===== config.mk =====
export PLATFORM = sky130hd
export DESIGN_NAME = pointer_velocity_averager
export DESIGN_NICKNAME = d
export VERILOG_FILES = /design/src/sv/pva_pkg.sv /design/src/sv/pva_div.sv /design/src/sv/pva_lane.sv /design/src/sv/pointer_velocity_averager.sv
export SDC_FILE = /design/constraint.sdc
export NUM_CORES = 2
export LEC_CHECK = 0
export BUFFER_PORTS_ARGS = -buffer_cell sky130_fd_sc_hd__buf_4
export CORE_MARGIN = 8
export CORE_UTILIZATION = 43
export CTS_BUF_LIST = sky130_fd_sc_hd__clkbuf_8
export DETAILED_ROUTE_END_ITERATION = 10
export PLACE_DENSITY_LB_ADDON = 0.08
export SLEW_MARGIN = 20
export SYNTH_ARGS = -nofsm -noshare
export SYNTH_HDL_FRONTEND = slang
export SYNTH_SLANG_ARGS = --single-unit

===== constraint.sdc =====
create_clock -name clk -period 17.19 [get_ports clk]
set_input_delay 1.719 -clock clk [delete_from_list [all_inputs] [get_ports clk]]
set_output_delay 1.719 -clock clk [all_outputs]
set_load 0.005 [all_outputs]

===== src/sv/pva_pkg.sv =====
// ----------------------------------------------------------------------------
// Pointer velocity averager package
// Shared constants, beat types and the control structs between the
// sequencer and the per-axis lanes.
// ----------------------------------------------------------------------------
package pva_pkg;

  // Ring depth and the widths that follow from it.
  localparam int DEPTH     = 16;
  localparam int SLOT_W    = $clog2(DEPTH);
  localparam int FILL_W    = 5;
  localparam int SUM_W     = 36;
  localparam int DIV_STEPS = SUM_W;
  localparam int CNT_W     = $clog2(DIV_STEPS);

  // Input beat.
  typedef struct packed {
    logic               restart;
    logic signed [15:0] dx;
    logic signed [15:0] dy;
    logic        [31:0] timestamp;
  } sample_t;

  // Result beat.
  typedef struct packed {
    logic signed [31:0] avg_vx;
    logic signed [31:0] avg_vy;
    logic [FILL_W-1:0]  samples_held;
    logic               accepted;
  } result_t;

  // Commands from the sequencer to both lanes.
  typedef struct packed {
    logic              start_vel;
    logic              start_mean;
    logic              clear;
    logic              full;
    logic [SLOT_W-1:0] slot;
    logic [31:0]       dt;
    logic [FILL_W-1:0] count;
  } lane_cmd_t;

  // Status returned by each lane.
  typedef struct packed {
    logic               vel_done;
    logic               mean_done;
    logic signed [31:0] mean;
  } lane_stat_t;

endpackage


===== src/sv/pva_div.sv =====
// ----------------------------------------------------------------------------
// Iterative divider
// Unsigned restoring divider that retires one quotient bit per cycle.
// ----------------------------------------------------------------------------
module pva_div (
  input  logic                         clk,
  input  logic                         rst,
  input  logic                         start,
  input  logic [pva_pkg::SUM_W-1:0]    dividend,
  input  logic [31:0]                  divisor,
  output logic                         done,
  output logic [pva_pkg::SUM_W-1:0]    quotient
);

  logic                        busy;
  logic [pva_pkg::CNT_W-1:0]   cnt;
  logic [31:0]                 rem;
  logic [31:0]                 dvs;
  logic [pva_pkg::SUM_W-1:0]   quo;
  logic [32:0]                 trial;

  // Trial subtraction of the divisor from the shifted partial remainder.
  assign trial = {rem, quo[pva_pkg::SUM_W-1]} - {1'b0, dvs};

  // Control: step counter and the completion pulse.
  always_ff @(posedge clk) begin
    if (rst) begin
      busy <= 1'b0;
      done <= 1'b0;
      cnt  <= '0;
    end else begin
      done <= 1'b0;
      if (start) begin
        busy <= 1'b1;
        cnt  <= '0;
      end else if (busy) begin
        cnt <= cnt + 1'b1;
        if (cnt == pva_pkg::CNT_W'(pva_pkg::DIV_STEPS - 1)) begin
          busy <= 1'b0;
          done <= 1'b1;
        end
      end
    end
  end

  // Datapath: the dividend shifts out as the quotient shifts in.
  always_ff @(posedge clk) begin
    if (start) begin
      rem <= '0;
      dvs <= divisor;
      quo <= dividend;
    end else if (busy) begin
      if (!trial[32]) begin
        rem <= trial[31:0];
        quo <= {quo[pva_pkg::SUM_W-2:0], 1'b1};
      end else begin
        rem <= {rem[30:0], quo[pva_pkg::SUM_W-1]};
        quo <= {quo[pva_pkg::SUM_W-2:0], 1'b0};
      end
    end
  end

  assign quotient = quo;

endmodule


===== src/sv/pva_lane.sv =====
// ----------------------------------------------------------------------------
// Axis lane
// Velocity division, history ring, running sum and mean division for one
// axis.
// ----------------------------------------------------------------------------
module pva_lane (
  input  logic                  clk,
  input  logic                  rst,
  input  pva_pkg::lane_cmd_t    cmd,
  input  logic signed [15:0]    d,
  output pva_pkg::lane_stat_t   stat
);

  localparam logic MODE_VEL  = 1'b0;
  localparam logic MODE_MEAN = 1'b1;

  logic signed [31:0]              hist [pva_pkg::DEPTH];
  logic signed [pva_pkg::SUM_W-1:0] sum;
  logic                            mode;
  logic                            neg;
  logic                            div_start;
  logic [pva_pkg::SUM_W-1:0]       div_dividend;
  logic [31:0]                     div_divisor;
  logic                            div_done;
  logic [pva_pkg::SUM_W-1:0]       div_q;
  logic [15:0]                     d_mag;
  logic [pva_pkg::SUM_W-1:0]       sum_mag;
  logic signed [31:0]              signed_q;
  logic signed [pva_pkg::SUM_W-1:0] sum_next;
  logic signed [pva_pkg::SUM_W-1:0] old_val;

  // Operand magnitudes for the unsigned divider.
  assign d_mag   = d[15] ? 16'(-d) : 16'(d);
  assign sum_mag = sum[pva_pkg::SUM_W-1] ? pva_pkg::SUM_W'(-sum) : pva_pkg::SUM_W'(sum);

  // Divider operand selection.
  always_comb begin
    div_start    = cmd.start_vel | cmd.start_mean;
    div_dividend = {4'b0, d_mag, 16'b0};
    div_divisor  = cmd.dt;
    if (cmd.start_mean) begin
      div_dividend = sum_mag;
      div_divisor  = {{(32 - pva_pkg::FILL_W){1'b0}}, cmd.count};
    end
  end

  pva_div u_div (
    .clk      (clk),
    .rst      (rst),
    .start    (div_start),
    .dividend (div_dividend),
    .divisor  (div_divisor),
    .done     (div_done),
    .quotient (div_q)
  );

  // Restore the sign; the quotient always fits in 32 bits.
  assign signed_q = neg ? -$signed(div_q[31:0]) : $signed(div_q[31:0]);

  // Entry about to be overwritten, read while the velocity divide starts.
  // The slot and the full flag hold still until the divide is done.
  always_ff @(posedge clk) begin
    if (cmd.start_vel) begin
      old_val <= cmd.full ? pva_pkg::SUM_W'(hist[cmd.slot]) : '0;
    end
  end

  // Running sum: add the new velocity and drop the one it overwrites.
  assign sum_next = sum + pva_pkg::SUM_W'(signed_q) - old_val;

  // Remember the operation in flight and its sign.
  always_ff @(posedge clk) begin
    if (cmd.start_vel) begin
      mode <= MODE_VEL;
      neg  <= d[15];
    end else if (cmd.start_mean) begin
      mode <= MODE_MEAN;
      neg  <= sum[pva_pkg::SUM_W-1];
    end
  end

  // Running sum is control state: reset and restart empty it.
  always_ff @(posedge clk) begin
    if (rst || cmd.clear) begin
      sum <= '0;
    end else if (div_done && mode == MODE_VEL) begin
      sum <= sum_next;
    end
  end

  // History ring write.
  always_ff @(posedge clk) begin
    if (div_done && mode == MODE_VEL) begin
      hist[cmd.slot] <= signed_q;
    end
  end

  assign stat.vel_done  = div_done && (mode == MODE_VEL);
  assign stat.mean_done = div_done && (mode == MODE_MEAN);
  assign stat.mean      = signed_q;

endmodule


===== src/sv/pointer_velocity_averager.sv =====
// ----------------------------------------------------------------------------
// Pointer velocity averager
// Turns pointer displacement beats into a moving average of velocity.
// ----------------------------------------------------------------------------
// Usage: the sample channel (sample_valid, sample_stall, sample) carries one
// beat per pointer event; the result channel (result_valid, result_stall,
// result) returns exactly one beat for each sample beat, in order.
// A restart beat, or a beat whose timestamp is not later than the reference,
// goes straight to the hold state and from there into the output register. A
// stored sample goes through two divisions in each axis lane, a velocity
// divide and a mean divide, each on the bit-serial divider, before its result
// is held; that divider keeps the block to one beat in flight.
// The next sample is taken as soon as the previous one is finished, even if
// its result still sits in the output register.
// Reset clears the reference time, the fill count and the running sums; the
// block is ready for a sample as soon as reset is released.
// When the receiver stalls, the result beat holds steady; a finished beat
// behind it waits, and sample_stall stays high until it can move.
// ----------------------------------------------------------------------------
module pointer_velocity_averager (
  input  logic                 clk,
  input  logic                 rst,
  input  logic                 sample_valid,
  output logic                 sample_stall,
  input  pva_pkg::sample_t     sample,
  output logic                 result_valid,
  input  logic                 result_stall,
  output pva_pkg::result_t     result
);

  localparam logic [1:0] ST_IDLE = 2'd0;
  localparam logic [1:0] ST_VEL  = 2'd1;
  localparam logic [1:0] ST_MEAN = 2'd2;
  localparam logic [1:0] ST_HOLD = 2'd3;

  logic [1:0]                  state;
  logic [31:0]                 ref_time;
  logic [pva_pkg::FILL_W-1:0]  fill;
  logic [pva_pkg::SLOT_W-1:0]  ovr_slot;
  logic signed [31:0]          cur_vx;
  logic signed [31:0]          cur_vy;
  logic                        acc;
  logic                        mean_go;
  logic                        take;
  logic                        later;
  logic                        full;
  logic                        load_out;
  pva_pkg::lane_cmd_t          cmd;
  pva_pkg::lane_stat_t         stat_x;
  pva_pkg::lane_stat_t         stat_y;

  assign sample_stall = (state != ST_IDLE);
  assign take         = sample_valid && !sample_stall;
  assign later        = sample.timestamp > ref_time;
  assign full         = (fill == pva_pkg::FILL_W'(pva_pkg::DEPTH));
  assign load_out     = (state == ST_HOLD) && (!result_valid || !result_stall);

  // Lane commands.
  always_comb begin
    cmd.start_vel  = take && !sample.restart && later;
    cmd.start_mean = mean_go;
    cmd.clear      = take && sample.restart;
    cmd.full       = full;
    cmd.slot       = full ? ovr_slot : fill[pva_pkg::SLOT_W-1:0];
    cmd.dt         = sample.timestamp - ref_time;
    cmd.count      = fill;
  end

  pva_lane u_lane_x (
    .clk  (clk),
    .rst  (rst),
    .cmd  (cmd),
    .d    (sample.dx),
    .stat (stat_x)
  );

  pva_lane u_lane_y (
    .clk  (clk),
    .rst  (rst),
    .cmd  (cmd),
    .d    (sample.dy),
    .stat (stat_y)
  );

  // Sequencer, ring bookkeeping and merging of the lane means.
  always_ff @(posedge clk) begin
    if (rst) begin
      state    <= ST_IDLE;
      ref_time <= '0;
      fill     <= '0;
      ovr_slot <= '0;
      cur_vx   <= '0;
      cur_vy   <= '0;
      acc      <= 1'b0;
      mean_go  <= 1'b0;
    end else begin
      mean_go <= 1'b0;
      case (state)
        ST_IDLE: begin
          if (take) begin
            if (sample.restart) begin
              ref_time <= sample.timestamp;
              fill     <= '0;
              ovr_slot <= '0;
              cur_vx   <= '0;
              cur_vy   <= '0;
              acc      <= 1'b0;
              state    <= ST_HOLD;
            end else if (later) begin
              ref_time <= sample.timestamp;
              acc      <= 1'b1;
              state    <= ST_VEL;
            end else begin
              acc   <= 1'b0;
              state <= ST_HOLD;
            end
          end
        end
        ST_VEL: begin
          if (stat_x.vel_done && stat_y.vel_done) begin
            if (!full) begin
              fill <= fill + 1'b1;
            end else if (ovr_slot == pva_pkg::SLOT_W'(pva_pkg::DEPTH - 1)) begin
              ovr_slot <= '0;
            end else begin
              ovr_slot <= ovr_slot + 1'b1;
            end
            mean_go <= 1'b1;
            state   <= ST_MEAN;
          end
        end
        ST_MEAN: begin
          if (stat_x.mean_done && stat_y.mean_done) begin
            cur_vx <= stat_x.mean;
            cur_vy <= stat_y.mean;
            state  <= ST_HOLD;
          end
        end
        ST_HOLD: begin
          if (load_out) begin
            state <= ST_IDLE;
          end
        end
        default: begin
          state <= ST_IDLE;
        end
      endcase
    end
  end

  // Output register valid.
  always_ff @(posedge clk) begin
    if (rst) begin
      result_valid <= 1'b0;
    end else if (load_out) begin
      result_valid <= 1'b1;
    end else if (!result_stall) begin
      result_valid <= 1'b0;
    end
  end

  // Output register payload.
  always_ff @(posedge clk) begin
    if (load_out) begin
      result.avg_vx       <= cur_vx;
      result.avg_vy       <= cur_vy;
      result.samples_held <= fill;
      result.accepted     <= acc;
    end
  end

endmodule


Word-level counts from Yosys, hierarchy flattened
Memory sizes are Yosys's and may differ from the RTL's. A register that Yosys moved wholly into a read port is not among the register bits.
Cells that the tools add are included.
{ "word_totals": {"in_bits": 69, "n_memories": 2, "ram_bits": 1024, "register_bits": 439} }
{ "memory_table": {"columns": ["name", "depth", "word_bits", "read_ports", "rd_ports_with_merged_regs", "write_ports", "line", "text"], "rows": [
  ["u_lane_x.hist", 16, 32, 1, 1, 1, "pva_lane.sv:17", "logic signed [31:0] hist [pva_pkg::DEPTH];"],
  ["u_lane_y.hist", 16, 32, 1, 1, 1, "pva_lane.sv:17", null]
]} }
{ "op_classes": {"magnitude_cmp": 1, "n_bitwise": 5, "n_reduce_logical": 37, "mux": 65, "eq_ne": 15, "add_sub_neg": 17} }
{ "ops": {"columns": ["cell", "count"], "rows": [
  ["two-way mux 32 bit", 10],
  ["two-way mux 36 bit", 8],
  ["one-hot mux 32 bit (2 select lines)", 2],
  ["adder 36 x 32 -> 36 bit", 2],
  ["negation 36 bit", 2],
  ["subtractor 36 x 32 -> 36 bit", 2],
  ["subtractor 33 x 32 -> 33 bit", 2],
  ["negation 32 bit", 2],
  ["> comparator 32 bit", 1],
  ["two-way mux 16 bit", 2],
  ["negation 16 bit", 2],
  ["subtractor 32 bit", 1],
  ["two-way mux 5 bit", 5],
  ["two-way mux 4 bit", 6],
  ["two-way mux 1 bit", 23],
  ["inequality test 2 bit, second input constant", 7],
  ["nonzero test 2 bit", 7],
  ["adder 6 x 1 -> 6 bit, second input constant", 2],
  ["== test 6 bit, second input constant", 2],
  ["two-way mux 2 bit", 6],
  ["logical AND 1 bit", 11],
  ["one-hot mux 5 bit (2 select lines)", 1],
  ["AND reduction 5 bit", 2],
  ["one-hot mux 2 bit (4 select lines)", 1],
  ["18 further kinds", 31]
]} }

Logic depth before layout (Yosys ltp)
{ "depth": {"depth_word": 7, "ltp_mapped": 21} }

By module
Synthesis repeated with hierarchy kept, for this count alone.
{ "unflattened": {"cells_unflattened": 5519, "area_unflattened_um2": 74905.6} }
{ "by_module_without_submodules": {"columns": ["mod", "instances", "seq_area_each_um2", "area_each_um2", "cells_each"], "rows": [
  ["pva_lane (u_lane_x)", 1, 17106.4, 27169.8, 1748],
  ["pva_lane (u_lane_y)", 1, 17106.4, 27023.4, 1724],
  ["pointer_velocity_averager", 1, 4304.1, 8595.7, 866],
  ["pva_div (u_lane_x.u_div)", 1, 2842.7, 6073.3, 595],
  ["pva_div (u_lane_y.u_div)", 1, 2842.7, 6043.3, 586]
]} }

Least setup slack after synthesis
No wires, ideal clock.
{ "synth_path": {"path_kind": "in2reg", "start": "in result_stall", "end": "reg result[0] (netlist bit), enable pin", "stages": 1, "arrival_time_ps": 6818, "setup_slack_ps": 9768, "n_path_buf": 0, "setup_ps": 604, "cell_sequence": "a21boi_0"} }
{ "synth_between": {"elab_chain_cells": 3} }
{ "synth_rtl": {"columns": ["element", "line", "text"], "rows": [
  ["start: declaration", "pointer_velocity_averager.sv:27", "input logic result_stall,"],
  ["logical NOT 1 bit", null, null],
  ["logical OR 1 bit", "pointer_velocity_averager.sv:56", "assign load_out = (state == ST_HOLD) && (!result_valid || !result_stall);"],
  ["logical AND 1 bit", "pointer_velocity_averager.sv:56", null],
  ["end: declaration", "pointer_velocity_averager.sv:28", "output pva_pkg::result_t result"]
]} }
Every way passes these cells.
A chain may end at the register's enable or synchronous reset.

==> flow_summary.rst <==
.. list-table::
   :header-rows: 1

   * - Metric
     - Value
   * - End of the worst register-to-register path
     - u_lane_y.sum[33]
   * - Final setup violation count
     - 0
   * - # clock sinks
     - 1527
   * - Highest attainable clock frequency
     - 156.7 MHz
   * - Gate Count Post-Synth
     - 6699
   * - Total of buffers placed on input and output ports
     - 140
   * - PD cells
     - 133.7 nW/µm²
   * - WHS Endpoint
     - result[65]
   * - Final nets
     - 7192
   * - Fraction of the mapped netlist area in compound gates
     - 13.41%
   * - Area growth syn-to-layout
     - 12.64%
   * - Cell type with the largest total area after synthesis
     - sky130_fd_sc_hd__edfxtp_1
   * - Multi-input gate area in the final layout
     - 28470 µm²
   * - Initial standard-cell utilization of the core
     - 43.32%
   * - Routed wirelength normalized by instance count
     - 24.72 µm
   * - Async set-reset flop share out of synthesis
     - 0%
   * - Headroom to the max-slew limit
     - 24.19%
   * - Area share of and/or/nand/nor cells after synthesis
     - 14.55%
   * - Worst vdd rail ir drop
     - 0.06022 mV
   * - Xor/xnor share of the synthesized area
     - 3.507%
   * - Initial DRC Count
     - 5146
   * - Leakage power summed over all cells
     - 30.71 nW
   * - CP startpoint kind
     - register
   * - Detailed placement HPWL
     - 134600 µm
   * - Fraction of final layout cells sized beyond drive strength 1
     - 10.58%
   * - Max-slew violations
     - 0
   * - Met1 Use GR
     - 33.64%
   * - Total of warnings raised by yosys
     - 0
   * - Synthesized cell area
     - 73420 µm²
   * - Core occupancy in the finished layout
     - 48.80%
   * - First-pass GRT wire length
     - 339600 µm
   * - M2 GR Usage
     - 38.02%
   * - Drt total wl
     - 229800 µm
   * - Synth top area cells
     - sky130_fd_sc_hd__edfxtp_1 52%, sky130_fd_sc_hd__dfxtp_1 7.2%, sky130_fd_sc_hd__nand2_1 7.2%
   * - Vertical die dimension
     - 429.2 µm
   * - Initial antenna violation count
     - 9
   * - Total Die Area
     - 184200 µm²
   * - Peak fanout along the critical path
     - 21
   * - Number of cell rows
     - 151
   * - Prevailing post-synth register cell
     - sky130_fd_sc_hd__edfxtp_1
   * - Clock tree from TritonCTS
     - done
   * - Worst Hold Class
     - reg -> reg
   * - Final weighted congestion of routability-driven global placement
     - 0.8921
   * - CTS clock-pin slew for the worst setup and hold paths
     - 0.06 ns
   * - Layout fillers
     - 15476
   * - Post-route worst hold slack
     - 0.4244 ns
   * - Global-route usage over all layers
     - 24.04%
   * - Filler-free cell count of the finished design
     - 9294
   * - TritonRoute pass-1 iters
     - 5
   * - Worst Hold Launch
     - cur_vx[27]
   * - Worst-case reg-to-reg path depth
     - 18
   * - Clock Path Buffers
     - 4
   * - Busiest metal layer after global routing
     - met2
   * - Hold-fix buffers at CTS
     - 0
   * - Via count
     - 53834
   * - Arr. time, crit path
     - 7.29 ns
   * - Number of routed nets with antenna violations
     - 0
   * - RSZ-0062 raised after global routing
     - no
   * - Data required time of the critical path
     - 18.09 ns
   * - Via count of the first global-routing pass
     - 52493
   * - Setup clock skew after layout
     - 0.05262 ns
   * - Syn Area/Cell
     - 10.96 µm²
   * - Overflow left after global routing
     - 0
   * - Flip-flop and latch count after synthesis
     - 1527
   * - Nature of the critical path endpoint
     - register
   * - Final cycle utilization of the critical path
     - 37.13%
   * - Number of setup buffers added after CTS
     - 0
   * - Number of maximum-capacitance violations
     - 0
   * - CTS root buf
     - sky130_fd_sc_hd__clkbuf_8
   * - H-tree lvl count
     - 5
   * - Die Width
     - 429.2 µm
   * - Core outline area
     - 169500 µm²
   * - Post-Syn Nets
     - 7027
   * - Launch point of the worst reg-to-reg path
     - u_lane_y.u_div.quotient[0]
   * - Critical setup path kind
     - reg -> reg
   * - EDFF count, synth
     - 1264
   * - Run status
     - finished, final reports clean
   * - Number of remaining DRC errors
     - 0
   * - Sequential cell area
     - 43230 µm²
   * - Post-synth top area share
     - 51.70%
   * - Ratio of routed vias to standard cells
     - 5.792
   * - Post-cts sizing count
     - 0
   * - Number of CTS-inserted buffers
     - 288
   * - Adder-cell share of the synthesized area
     - 5.160%
   * - Number of stages on the worst hold path
     - 0
   * - I/O pin total
     - 141
   * - Largest net degree at the start of global routing
     - 184
   * - Count of unique library cells instantiated by Yosys
     - 77
   * - Clock network latency to the later pin of the worst-skew pair
     - 1.03 ns
   * - Sum of negative setup slack
     - 0 ns
   * - Dominant combinational cell family by area after synthesis
     - simple AND/OR/NAND/NOR gates
   * - Minimum period implied by the final worst setup slack
     - 6.383 ns
   * - Mux share of post-synthesis cell area
     - 1.317%
   * - Register area share after synthesis
     - 58.87%
   * - Met3 usage
     - 4.175%
   * - Number of endpoints with negative hold slack in the final report
     - 0
   * - Register-to-register path setup slack
     - 10.81 ns
   * - Number of placed instances, taps included
     - 8792
   * - Slew at the pin with the worst max-slew slack
     - 1.132 ns
## cells in the final DEF (no fill, tap or decap), drive strengths merged, types with 22 or more instances in the layout
cell    instances
a211oi         76
a21o           92
a21oi         367
a22oi          64
a311oi        262
a31oi          22
and3          289
buf           273
clkbuf        320
clkinv         66
dfxtp         263
edfxtp       1264
fa             73
ha            186
inv           323
mux2i          91
nand2        1399
nand2b         32
nand3          71
nand4          42
nor2          353
nor2b          24
nor3           56
o211ai         22
o21a           28
o21ai         366
o21bai         26
o31ai          55
o41ai          27
or3            32
or4            36
xnor2         182
xor2          112
## registers in the layout, summed over array words and instances (netlist names), 2 cells and up
register,count
state,2
u_lane_x.u_div.rem,32
cur_vy,32
u_lane_y.u_div.rem,32
fill,5
u_lane_y.sum,36
u_lane_x.hist,512
ovr_slot,4
u_lane_y.old_val,32
u_lane_y.u_div.dvs,32
u_lane_y.hist,512
u_lane_x.u_div.quotient,36
u_lane_y.u_div.quotient,36
u_lane_x.old_val,32
u_lane_y.u_div.cnt,6
ref_time,32
u_lane_x.sum,36
cur_vx,32
u_lane_x.u_div.cnt,6
result,70
## logic make-up (layout without fill, tap and decap cells)
family          Yosys count  after routing
compound gates         1493           1493
other cells               0              4
xor+xnor                294            294
simple gates           2413           2413
mux                      96             96
fa+ha+maj               259            259
buf+inv                 617            990
flops                  1527           1527
## synth_stat cells, types with 8 or more instances
library cell,number
sky130_fd_sc_hd__nand2_1,1399
sky130_fd_sc_hd__edfxtp_1,1264
sky130_fd_sc_hd__a21oi_1,367
sky130_fd_sc_hd__o21ai_0,361
sky130_fd_sc_hd__nor2_1,352
sky130_fd_sc_hd__clkbuf_1,339
sky130_fd_sc_hd__and3_1,289
sky130_fd_sc_hd__dfxtp_1,263
sky130_fd_sc_hd__a311oi_1,262
sky130_fd_sc_hd__inv_1,217
sky130_fd_sc_hd__ha_1,186
sky130_fd_sc_hd__xnor2_1,182
sky130_fd_sc_hd__xor2_1,112
sky130_fd_sc_hd__a21o_1,92
sky130_fd_sc_hd__mux2i_1,91
sky130_fd_sc_hd__a211oi_1,76
sky130_fd_sc_hd__fa_1,73
sky130_fd_sc_hd__nand3_1,71
sky130_fd_sc_hd__a22oi_1,64
sky130_fd_sc_hd__nor3_1,56
sky130_fd_sc_hd__o31ai_1,54
sky130_fd_sc_hd__buf_1,42
sky130_fd_sc_hd__nand4_1,42
sky130_fd_sc_hd__or4_1,33
sky130_fd_sc_hd__nand2b_1,31
sky130_fd_sc_hd__or3_1,31
sky130_fd_sc_hd__o21a_1,28
sky130_fd_sc_hd__o41ai_1,27
sky130_fd_sc_hd__o21bai_1,26
sky130_fd_sc_hd__nor2b_1,24
sky130_fd_sc_hd__a31oi_1,22
sky130_fd_sc_hd__o211ai_1,22
sky130_fd_sc_hd__nor4_1,20
sky130_fd_sc_hd__buf_2,16
sky130_fd_sc_hd__and2_1,15
sky130_fd_sc_hd__nand3b_1,11
sky130_fd_sc_hd__or2_2,11
sky130_fd_sc_hd__a21boi_0,8
sky130_fd_sc_hd__a31o_2,8
## cell type report
type	instances	share of cell area (%)
Sequential cell	1527	52.27
Clock inverter	178	1.071
Multi-Input combinational cell	4555	34.42
Clock buffer	320	5.326
Inverter	219	0.9970
Tap cell	2218	3.356
Timing Repair Buffer	273	2.543
Antenna cell	4	0.01210
## through the flow
| step | total power, mW | setup WS, ns | instance area (µm²) |
|---|---|---|---|
| floorplan | 6.830 | 9.768 | 73420 |
| global placement | 7.736 | 10.72 | 77370 |
| detailed placement | 7.753 | 10.93 | 77380 |
| CTS | 11.13 | 10.90 | 82670 |
| global route | 11.66 | 10.44 | 82690 |
| finish | 11.06 | 10.81 | 82700 |
## report_power, final
| group | internal (mW) | switching, mW | total, mW |
|---|---|---|---|
| clock | 1.79 | 1.56 | 3.34 |
| combinational | 1.15 | 1.98 | 3.14 |
| sequential | 4.42 | 0.159 | 4.58 |
## routing by layer
metal  part of all wire (%)  up-vias
met3                    6.5      395
met2                     45     1826
li1                       -    24852
met5                      0        -
met1                     45    26761
met4                    3.1        0
## worst max path at each step
| stage | startpoint | endpoint | slack, ns | cells past startpoint |
|---|---|---|---|---|
| after floorplan | result_stall | result[0] | 9.77 | 1 |
| after global placement | u_lane_x.u_div.quotient[0] | u_lane_x.sum[33] | 10.72 | 19 |
| after detailed placement | u_lane_y.u_div.quotient[0] | u_lane_y.sum[33] | 10.93 | 18 |
| after CTS | u_lane_y.u_div.quotient[0] | u_lane_y.sum[33] | 10.90 | 18 |
| after global routing | u_lane_x.u_div.quotient[0] | u_lane_x.sum[34] | 10.44 | 15 |
| final | u_lane_y.u_div.quotient[0] | u_lane_y.sum[33] | 10.81 | 18 |
## worst max-delay path, cell delays in order, from the launching register on
cell and delay [ns]:
sky130_fd_sc_hd__edfxtp_1 0.67, sky130_fd_sc_hd__inv_1 0.17, sky130_fd_sc_hd__ha_1 0.16, sky130_fd_sc_hd__or3b_2 0.51
sky130_fd_sc_hd__nor3_1 0.61, sky130_fd_sc_hd__nand3_1 0.25, sky130_fd_sc_hd__or2_2 0.38, sky130_fd_sc_hd__o31ai_1 0.33
sky130_fd_sc_hd__xnor2_2 0.38, sky130_fd_sc_hd__fa_1 0.55, sky130_fd_sc_hd__ha_1 0.37, sky130_fd_sc_hd__a21oi_1 0.19
sky130_fd_sc_hd__o21ai_0 0.13, sky130_fd_sc_hd__or3_1 0.38, sky130_fd_sc_hd__o21a_1 0.22, sky130_fd_sc_hd__a41oi_1 0.43
sky130_fd_sc_hd__o21ai_0 0.19, sky130_fd_sc_hd__mux2i_1 0.14, sky130_fd_sc_hd__a31o_2 0.21
No activity file was read; power rests on OpenSTA's default activity.
